<file path="src/design/cpem_pkg.sv">
// Shared constants, types and saturating arithmetic for the channel power and energy meter.
package cpem_pkg;

  // Channel count and store addressing.
  localparam int CHANNELS = 8;
  localparam int ADDR_W   = (CHANNELS > 1) ? $clog2(CHANNELS) : 1;

  // Field widths.
  localparam int CH_W   = 3;
  localparam int CUR_W  = 16;
  localparam int MV_W   = 16;
  localparam int ST_W   = 3;
  localparam int PWR_W  = 32;
  localparam int ENE_W  = 64;
  localparam int ONT_W  = 64;
  localparam int TP_W   = 35;
  localparam int TICK_W = 32;

  localparam logic [TICK_W-1:0] TICK_RESET = 32'd1000000;

  // Stream payload widths, padded to whole bytes.
  localparam int IN_FIELDS_W  = CUR_W + MV_W + ST_W;
  localparam int IN_TDATA_W   = ((IN_FIELDS_W + 7) / 8) * 8;
  localparam int OUT_FIELDS_W = PWR_W + PWR_W + ENE_W + ONT_W + TP_W + ENE_W;
  localparam int OUT_TDATA_W  = ((OUT_FIELDS_W + 7) / 8) * 8;

  // Channel state codes that count as conducting.
  localparam logic [ST_W-1:0] ST_ON    = 3'd1;
  localparam logic [ST_W-1:0] ST_OC_ON = 3'd2;
  localparam logic [ST_W-1:0] ST_OP_ON = 3'd3;

  // One store entry per channel.
  typedef struct packed {
    logic [ONT_W-1:0] on_time;
    logic [ENE_W-1:0] energy;
    logic [PWR_W-1:0] peak;
  } entry_t;

  localparam int ENTRY_W = $bits(entry_t);

  // Signed 64-bit add, clamped to the signed limits.
  function automatic logic [ENE_W-1:0] sat_add_s64(logic [ENE_W-1:0] a, logic [ENE_W-1:0] b);
    logic [ENE_W-1:0] s;
    s = a + b;
    if ((a[ENE_W-1] == b[ENE_W-1]) && (s[ENE_W-1] != a[ENE_W-1])) begin
      s = a[ENE_W-1] ? {1'b1, {(ENE_W-1){1'b0}}} : {1'b0, {(ENE_W-1){1'b1}}};
    end
    return s;
  endfunction

  // Unsigned 64-bit add, clamped to all ones.
  function automatic logic [ONT_W-1:0] sat_add_u64(logic [ONT_W-1:0] a, logic [ONT_W-1:0] b);
    logic [ONT_W:0] s;
    s = {1'b0, a} + {1'b0, b};
    return s[ONT_W] ? {ONT_W{1'b1}} : s[ONT_W-1:0];
  endfunction

  // 35-bit signed sweep sum plus a 32-bit signed power, clamped to 35 bits.
  function automatic logic [TP_W-1:0] sat_add_tp(logic [TP_W-1:0] a, logic [PWR_W-1:0] b);
    logic [TP_W:0] s;
    s = {a[TP_W-1], a} + {{(TP_W+1-PWR_W){b[PWR_W-1]}}, b};
    if (s[TP_W] != s[TP_W-1]) begin
      s[TP_W-1:0] = s[TP_W] ? {1'b1, {(TP_W-1){1'b0}}} : {1'b0, {(TP_W-1){1'b1}}};
    end
    return s[TP_W-1:0];
  endfunction

endpackage

</file>
<file path="src/design/cpem_ram.sv">
// Generic single-clock RAM with one write port and one registered read port.
module cpem_ram #(
  parameter int Width = 8,
  parameter int Depth = 8,
  localparam int AddrW = (Depth > 1) ? $clog2(Depth) : 1
) (
  input  logic             clk_i,
  input  logic             we_i,
  input  logic [AddrW-1:0] waddr_i,
  input  logic [Width-1:0] wdata_i,
  input  logic             re_i,
  input  logic [AddrW-1:0] raddr_i,
  output logic [Width-1:0] rdata_o
);

  logic [Width-1:0] mem_q [Depth];

  // Read returns the old contents when reading and writing one address together.
  always_ff @(posedge clk_i) begin
    if (we_i) begin
      mem_q[waddr_i] <= wdata_i;
    end
    if (re_i) begin
      rdata_o <= mem_q[raddr_i];
    end
  end

endmodule

</file>
<file path="src/design/channel_power_energy_meter.sv">
// Top level of the channel power and energy meter: sample stream in, per-channel meters out.
//
// Takes one channel sample per clock, unless the result stream stalls, and returns one
// result transaction per sample, in order. Each sample goes through three stages: the input
// stage registers the current times voltage product and starts a read of the channel's store
// entry (peak, energy, on-time) from a single-port-read RAM; the update stage takes the entry
// from the RAM read register, applies the peak compare and the saturating on-time and energy
// adds, and writes the entry back; the output stage adds the power and the energy into the
// sweep sums and holds the result until it is taken. Unless the output stalls, the sustained
// rate is one transaction per cycle, back to back even on the same channel, since the update
// stage forwards the entry it wrote last to the read that overlapped that write. Stages fill
// under output stall, so up to three samples sit in flight. Store entries are cleared by
// per-channel valid bits at reset, so the block takes samples straight out of reset.
// totals_valid travels as m_axis_tlast and equals the sample's last-channel flag; the sweep
// sums restart after it. tick_time_ns is written through the cfg channel, which is always
// ready; write it only while no sample is in flight.
module channel_power_energy_meter (
  input  logic                             clk_i,
  input  logic                             rst_ni,

  // Configuration: tick_time_ns.
  input  logic                             cfg_valid_i,
  output logic                             cfg_ready_o,
  input  logic [cpem_pkg::TICK_W-1:0]      cfg_data_i,

  // Sample stream.
  input  logic                             s_axis_tvalid,
  output logic                             s_axis_tready,
  // [15:0] current_sample, [31:16] battery_millivolts, [34:32] channel_state, rest zero
  input  logic [cpem_pkg::IN_TDATA_W-1:0]  s_axis_tdata,
  // [2:0] channel_index
  input  logic [cpem_pkg::CH_W-1:0]        s_axis_tuser,
  input  logic                             s_axis_tlast,   // last_channel

  // Result stream.
  output logic                             m_axis_tvalid,
  input  logic                             m_axis_tready,
  // [31:0] channel_power, [63:32] peak_power, [127:64] channel_energy,
  // [191:128] channel_on_time, [226:192] total_power, [290:227] total_energy, rest zero
  output logic [cpem_pkg::OUT_TDATA_W-1:0] m_axis_tdata,
  // [2:0] out_channel
  output logic [cpem_pkg::CH_W-1:0]        m_axis_tuser,
  output logic                             m_axis_tlast    // totals_valid
);

  localparam int CurLo = 0;
  localparam int MvLo  = cpem_pkg::CUR_W;
  localparam int StLo  = cpem_pkg::CUR_W + cpem_pkg::MV_W;
  localparam int PadW  = cpem_pkg::OUT_TDATA_W - cpem_pkg::OUT_FIELDS_W;

  // ---------------------------------------------------------------------------
  // Configuration register
  // ---------------------------------------------------------------------------
  logic [cpem_pkg::TICK_W-1:0] tick_q;

  assign cfg_ready_o = 1'b1;

  always_ff @(posedge clk_i or negedge rst_ni) begin
    if (!rst_ni) begin
      tick_q <= cpem_pkg::TICK_RESET;
    end else if (cfg_valid_i && cfg_ready_o) begin
      tick_q <= cfg_data_i;
    end
  end

  // ---------------------------------------------------------------------------
  // Pipeline control: each stage loads when empty or when it hands over.
  // ---------------------------------------------------------------------------
  logic s1_v_q, s2_v_q, o_v_q;
  logic o_ld, s2_ld, s1_ld;
  logic in_xfer, s1_adv, s2_adv;

  assign o_ld   = !o_v_q || m_axis_tready;
  assign s2_ld  = !s2_v_q || o_ld;
  assign s1_ld  = !s1_v_q || s2_ld;

  assign s_axis_tready = s1_ld;
  assign in_xfer       = s_axis_tvalid && s_axis_tready;
  assign s1_adv        = s1_v_q && s2_ld;
  assign s2_adv        = s2_v_q && o_ld;

  always_ff @(posedge clk_i or negedge rst_ni) begin
    if (!rst_ni) begin
      s1_v_q <= 1'b0;
      s2_v_q <= 1'b0;
      o_v_q  <= 1'b0;
    end else begin
      if (s1_ld) s1_v_q <= in_xfer;
      if (s2_ld) s2_v_q <= s1_v_q;
      if (o_ld)  o_v_q  <= s2_v_q;
    end
  end

  // ---------------------------------------------------------------------------
  // Input stage: multiply, launch store read
  // ---------------------------------------------------------------------------
  logic signed [cpem_pkg::CUR_W-1:0] in_cur;
  logic signed [cpem_pkg::MV_W:0]    in_mv;
  logic signed [cpem_pkg::PWR_W:0]   in_prod;

  assign in_cur  = $signed(s_axis_tdata[CurLo +: cpem_pkg::CUR_W]);
  assign in_mv   = $signed({1'b0, s_axis_tdata[MvLo +: cpem_pkg::MV_W]});
  assign in_prod = in_cur * in_mv;

  logic [cpem_pkg::CH_W-1:0]  s1_ch_q;
  logic [cpem_pkg::PWR_W-1:0] s1_pwr_q;
  logic [cpem_pkg::ST_W-1:0]  s1_st_q;
  logic                       s1_last_q;

  always_ff @(posedge clk_i) begin
    if (in_xfer) begin
      s1_ch_q   <= s_axis_tuser;
      s1_pwr_q  <= in_prod[cpem_pkg::PWR_W-1:0];
      s1_st_q   <= s_axis_tdata[StLo +: cpem_pkg::ST_W];
      s1_last_q <= s_axis_tlast;
    end
  end

  // ---------------------------------------------------------------------------
  // Channel store and update stage (read-modify-write)
  // ---------------------------------------------------------------------------
  logic [cpem_pkg::ADDR_W-1:0]  s1_addr;
  logic                         s1_ch_ok;
  logic                         ram_we;
  logic [cpem_pkg::ENTRY_W-1:0] ram_rdata;
  logic [cpem_pkg::CHANNELS-1:0] vld_q;
  cpem_pkg::entry_t             wb_q;
  logic [cpem_pkg::ADDR_W-1:0]  wb_addr_q;
  logic                         wb_v_q;
  logic                         ent_vld, fwd_hit, conducting;
  cpem_pkg::entry_t             old_ent, new_ent, res_ent;

  assign s1_addr  = cpem_pkg::ADDR_W'(s1_ch_q);
  assign s1_ch_ok = int'(s1_ch_q) < cpem_pkg::CHANNELS;
  assign ram_we   = s1_adv && s1_ch_ok;

  cpem_ram #(
    .Width (cpem_pkg::ENTRY_W),
    .Depth (cpem_pkg::CHANNELS)
  ) u_store (
    .clk_i   (clk_i),
    .we_i    (ram_we),
    .waddr_i (s1_addr),
    .wdata_i (new_ent),
    .re_i    (in_xfer),
    .raddr_i (cpem_pkg::ADDR_W'(s_axis_tuser)),
    .rdata_o (ram_rdata)
  );

  always_comb begin
    ent_vld    = s1_ch_ok && vld_q[s1_addr];
    fwd_hit    = wb_v_q && (wb_addr_q == s1_addr);
    conducting = s1_st_q inside {cpem_pkg::ST_ON, cpem_pkg::ST_OC_ON, cpem_pkg::ST_OP_ON};

    // Latest entry: never written reads as zero; a write on the read edge is forwarded.
    if (!ent_vld) begin
      old_ent = '0;
    end else if (fwd_hit) begin
      old_ent = wb_q;
    end else begin
      old_ent = cpem_pkg::entry_t'(ram_rdata);
    end

    new_ent = old_ent;
    if ($signed(s1_pwr_q) > $signed(old_ent.peak)) begin
      new_ent.peak = s1_pwr_q;
    end
    if (conducting) begin
      new_ent.energy  = cpem_pkg::sat_add_s64(old_ent.energy,
                          {{(cpem_pkg::ENE_W-cpem_pkg::PWR_W){s1_pwr_q[cpem_pkg::PWR_W-1]}},
                           s1_pwr_q});
      new_ent.on_time = cpem_pkg::sat_add_u64(old_ent.on_time,
                          {{(cpem_pkg::ONT_W-cpem_pkg::TICK_W){1'b0}}, tick_q});
    end

    res_ent = s1_ch_ok ? new_ent : '0;
  end

  always_ff @(posedge clk_i or negedge rst_ni) begin
    if (!rst_ni) begin
      vld_q  <= '0;
      wb_v_q <= 1'b0;
    end else if (ram_we) begin
      vld_q[s1_addr] <= 1'b1;
      wb_v_q         <= 1'b1;
    end
  end

  always_ff @(posedge clk_i) begin
    if (ram_we) begin
      wb_q      <= new_ent;
      wb_addr_q <= s1_addr;
    end
  end

  logic [cpem_pkg::CH_W-1:0]  s2_ch_q;
  logic [cpem_pkg::PWR_W-1:0] s2_pwr_q;
  cpem_pkg::entry_t           s2_ent_q;
  logic                       s2_last_q;

  always_ff @(posedge clk_i) begin
    if (s1_adv) begin
      s2_ch_q   <= s1_ch_q;
      s2_pwr_q  <= s1_pwr_q;
      s2_ent_q  <= res_ent;
      s2_last_q <= s1_last_q;
    end
  end

  // ---------------------------------------------------------------------------
  // Output stage: sweep sums and result register
  // ---------------------------------------------------------------------------
  logic [cpem_pkg::TP_W-1:0]  psum_q, psum_d, psum_add;
  logic [cpem_pkg::ENE_W-1:0] esum_q, esum_d, esum_add;

  always_comb begin
    psum_add = cpem_pkg::sat_add_tp(psum_q, s2_pwr_q);
    esum_add = cpem_pkg::sat_add_s64(esum_q, s2_ent_q.energy);
    psum_d   = psum_q;
    esum_d   = esum_q;
    if (s2_adv) begin
      psum_d = s2_last_q ? '0 : psum_add;
      esum_d = s2_last_q ? '0 : esum_add;
    end
  end

  always_ff @(posedge clk_i or negedge rst_ni) begin
    if (!rst_ni) begin
      psum_q <= '0;
      esum_q <= '0;
    end else begin
      psum_q <= psum_d;
      esum_q <= esum_d;
    end
  end

  logic [cpem_pkg::CH_W-1:0]  o_ch_q;
  logic [cpem_pkg::PWR_W-1:0] o_pwr_q;
  cpem_pkg::entry_t           o_ent_q;
  logic [cpem_pkg::TP_W-1:0]  o_tp_q;
  logic [cpem_pkg::ENE_W-1:0] o_te_q;
  logic                       o_last_q;

  always_ff @(posedge clk_i) begin
    if (s2_adv) begin
      o_ch_q   <= s2_ch_q;
      o_pwr_q  <= s2_pwr_q;
      o_ent_q  <= s2_ent_q;
      o_tp_q   <= s2_last_q ? psum_add : '0;
      o_te_q   <= s2_last_q ? esum_add : '0;
      o_last_q <= s2_last_q;
    end
  end

  assign m_axis_tvalid = o_v_q;
  assign m_axis_tuser  = o_ch_q;
  assign m_axis_tlast  = o_last_q;
  assign m_axis_tdata  = {{PadW{1'b0}}, o_te_q, o_tp_q, o_ent_q.on_time, o_ent_q.energy,
                          o_ent_q.peak, o_pwr_q};

  // ---------------------------------------------------------------------------
  // Assertions
  // ---------------------------------------------------------------------------
  // Peak starts at zero and only rises, so a reported peak is never negative.
  assert property (@(posedge clk_i) disable iff (!rst_ni)
    o_v_q |-> !o_ent_q.peak[cpem_pkg::PWR_W-1])
    else $error("negative peak power reported");

  // Totals are zero unless the transaction closes a sweep.
  assert property (@(posedge clk_i) disable iff (!rst_ni)
    (o_v_q && !o_last_q) |-> (o_tp_q == '0 && o_te_q == '0))
    else $error("totals nonzero outside end of sweep");

  // Sweep sums restart after the last channel of a sweep.
  assert property (@(posedge clk_i) disable iff (!rst_ni)
    (s2_adv && s2_last_q) |=> (psum_q == '0 && esum_q == '0))
    else $error("sweep sums not cleared after end of sweep");

  // A forwarded entry always belongs to a channel that has been written.
  assert property (@(posedge clk_i) disable iff (!rst_ni)
    (s1_v_q && s1_ch_ok && fwd_hit) |-> ent_vld)
    else $error("forward hit on never-written channel");

  // An empty input stage never blocks the sample stream.
  assert property (@(posedge clk_i) disable iff (!rst_ni)
    !s1_v_q |-> s_axis_tready)
    else $error("input stalled with empty update stage");

endmodule

</file>
<file path="config.mk">
export PLATFORM = sky130hd
export DESIGN_NAME = channel_power_energy_meter
export DESIGN_NICKNAME = d
export VERILOG_FILES = /design/src/design/cpem_pkg.sv /design/src/design/cpem_ram.sv /design/src/design/channel_power_energy_meter.sv
export SDC_FILE = /design/constraint.sdc
export NUM_CORES = 2
export LEC_CHECK = 0
export BUFFER_PORTS_ARGS = -buffer_cell sky130_fd_sc_hd__buf_2
export CAP_MARGIN = 25
export CORE_AREA = 10 10 590 592
export DETAILED_ROUTE_END_ITERATION = 6
export DIE_AREA = 0 0 600 602
export PLACE_DENSITY_LB_ADDON = 0.3
export SLEW_MARGIN = 20
export SYNTH_ARGS = -nofsm -noshare
export SYNTH_HDL_FRONTEND = slang
export SYNTH_SLANG_ARGS = --single-unit
</file>
<file path="constraint.sdc">
create_clock -name clk_i -period 19.6 [get_ports clk_i]
set_clock_uncertainty 0.1 [all_clocks]
set_input_delay 3.92 -clock clk_i [delete_from_list [all_inputs] [get_ports clk_i]]
set_output_delay 3.92 -clock clk_i [all_outputs]
set_load 0.01 [all_outputs]
</file>
==> impl_metrics.toml <==
[grt]
grt_util_all_layers_pct = 15.4
grt_max_degree = 102
grt_antenna_before_repair = 15
grt_pass1_vias = 62800
grt_pass1_wl_mm = 421
grt.overflow.total = 0

[place]
place_area_um2 = 108000
hpwlAfterDp_mm = 182
port_buffers = 372
gp_congestion = 0.894

[yosys]
syn_inst = 6957
synth_flop_cell = "edfxtp_1"
ys_ff_latch = 2113
synthArstFlopShare_pct = 6.77
synth-seq-area-share_pct = 62.6
ys_warn_count = 0
synth_edf_count = 1970
syn_avg_cell_area_um2 = 14.4
synth_cell_types = 92
syn-cell-area_um2 = 100000

[timing]
rsz0062_at_grt = "no"
report.final.slew_viol_count = 0
final_hold_viol_count = 0
worst_pin_slew_ns = 0.999
clock.fmax_mhz = 102
fin_crit_sh_pct = 49.9
fin_crit_ns = 9.79
finalSetupViolCount = 0
setup_tns_ns = 0
maxSlewHeadroom_pct = 32.8

[worst_setup_path]
path_common_cell = "fa_1"
slowest_delay_ns = 0.54
critPathRequiredTime_ns = 20.11
worst-setup-path-type = "input port to register"
crit_chain = "buf_2 > nand2_1 > fa_1 > fa_1 > fa_1 > inv_1 > fa_1 > fa_1 > inv_1 > fa_1 > inv_1 > ha_1 > a21oi_1 > o21ai_0 > a311oi_1 > a21oi_1 > a31oi_1 > o21ai_0 > a21o_1 > a41o_1 > o41ai_1 > xnor2_1"
cp_num_buf_inv = 4
crit_family = "adder cells"
cp-start-kind = "input port"
end_kind = "register"
crit_path_max_fanout = 16
cp.arrival_ns = 10.30
slowest_stage = "fa_1"

[clocking]
cts_hold_buf = 0
clk_pin_slew_ns = 0.06
cts.sinks = 2113
post-cts-setup-buffers = 0
cts_buffers = 228
clock_latency_ns = 0.96
cts.repair.resized = 0
cts_root_buffer = "clkbuf_16"
cts_tree = "yes"
cts_max_path_buffers = 4
htreeDepth = 4

[floorplanning]
ios = 384
die_h_um = 602
coreArea_um2 = 336000
die_area_um2 = 361000
die_w_um = 600
initial_core_util_pct = 29.9
rows = 213

[power]
comb_power_share_pct = 34.9
finalPower_uw = 16700
switching_share_pct = 35.4
leakagePower_uw = 0.0423
p_clk_share_pct = 26.3
p_int_uw = 10800
power_switching_uw = 5920
pwr-share-seq_pct = 38.8
vdd.ir_drop.worst_mv = 0.181
p_per_area_nw_per_um2 = 145

[final_layout]
nNetsFinal = 7988
final_area_um2 = 115000
final_util_pct = 34.3
mostFrequentLayoutCells = "edfxtp_1, nand2_1, a21oi_1"
final_common_cell = "edfxtp_1"
drive_above_1_share_pct = 18.8
area_growth_pct = 14.9

[detailed_routing]
post-route-drc-count = 0
dr.pass1.iters = 7
drt_wl_total_mm = 287
avgViaCountPerCell = 5.04
drt-wirelength-per-cell_um = 24.0
drtAntennaViolNets = 0
vias = 60300
drt_iter0_markers = 4660

[flow_run]
cap_violations = 0

[min_path]
hold_path.class = "register to register"

[run_status]
outcome = "completed"
power groups by stage:
stage                     combinational (µW)  clock (µW)  sequential [µW]
final                                   5830        4400             6470
after global placement                  5760           0             6560
after detailed placement                5830           0             6570
after floorplan                         4000           0             6460
after CTS                               5870        4510             6480
after global routing                    6540        4680             6520
registers in the layout (all words and copies together) (netlist names), 3 cells and up:
| name | flops |
|---|---|
| esum_q | 64 |
| m_axis_tdata | 160 |
| m_axis_tuser | 3 |
| o_pwr_q | 32 |
| o_te_q | 64 |
| o_tp_q | 35 |
| psum_q | 35 |
| s1_addr | 3 |
| s1_pwr_q | 32 |
| s1_st_q | 3 |
| s2_ch_q | 3 |
| s2_ent_q | 160 |
| s2_pwr_q | 32 |
| tick_q | 32 |
| u_store.mem_q | 1280 |
| u_store.rdata_o | 160 |
| vld_q | 8 |
path summary, 6_finish.rpt:
check                                        from                        endpoint  slack (ns)  depth (start not counted)
min in group asynchronous                  rst_ni          psum_q[32]$_DFFE_PN0P_        2.98                          1
max reg2reg                  s1_addr[0]$_DFFE_PP_  u_store.mem_q[0][48]$_DFFE_PP_       11.19                         17
max                               s_axis_tdata[2]          s1_pwr_q[31]$_DFFE_PP_        9.81                         22
min                        s2_ent_q[25]$_DFFE_PP_      m_axis_tdata[57]$_DFFE_PP_        0.31                          0
min reg2reg                s2_ent_q[25]$_DFFE_PP_      m_axis_tdata[57]$_DFFE_PP_        0.31                          0
max in group asynchronous                  rst_ni          tick_q[13]$_DFFE_PN0P_       15.11                          2
area by class of cell:
class                      instances  area, µm²
multi-input combinational       4174      35100
sequential                      2113      62700
clock buffer                     280       6030
fill                           32500     221000
antenna                            9       22.5
tap                             4407       5510
timing repair buffer             496       2880
inverter                         354       1340
clock inverter                   144       1570
metrics by stage:
step | std cells | hold WS [ns] | worst slack, ns
2_1_floorplan | 6961 | 0.300 | 3.15
3_3_place_gp | 11500 | 0.304 | 8.98
3_5_place_dp | 11500 | 0.305 | 9.03
4_1_cts | 12000 | 0.290 | 9.96
5_1_grt | 12000 | 0.321 | 9.62
6_report | 12000 | 0.309 | 9.81
cell families after synthesis:
kind of cell	Yosys count	share of synthesized area (%)
adders and majority gates	541	8.23
xor gates and xnor gates	224	1.96
and+or+nand+nor	1669	7.46
buffers and inverters	674	2.59
other	2	0.00749
DFF	2113	62.6
AOI/OAI and AO/OA	1162	7.22
muxes	572	9.97
routing by layer:
metal  track usage, %  vias to the layer above  routed length [µm]
li1                 -                    26900                   -
met1             20.0                    31300              121000
met2             26.4                     1695              141000
met3             2.24                      457               15000
met4             4.92                        2                9970
met5                0                        -                  10
synth_stat cells, drive strengths merged, types with 81 or more instances:
cell	instances	area, µm²
nand2	785	2950
nor2	371	1390
mux4	322	7250
nand3	81	405
fa	198	3960
dfrtp	136	3400
o21ai	247	1240
a21o	150	1130
inv	354	1330
xnor2	144	1260
ha	342	4280
mux2	193	2170
a21oi	415	2080
and2	129	807
clkbuf	240	903
edfxtp	1970	59200
worst reg2reg max path, cell delays in order, from the launching register on:
cell and delay [ns]:
edfxtp_1 0.52, mux4_2 0.57, mux2i_4 0.75, buf_4 0.53, buf_4 0.62, a21oi_1 0.20, ha_1 0.44, o211ai_1 0.15
a2111oi_0 0.57, a21oi_1 0.24, o211ai_1 0.43, o21ai_1 0.28, o21ai_1 0.52, o21a_1 0.42, o21a_2 0.19, buf_4 0.59
nand2_1 0.18, a2bb2oi_1 0.68
Note: power is estimated with default switching activity, not from simulation.
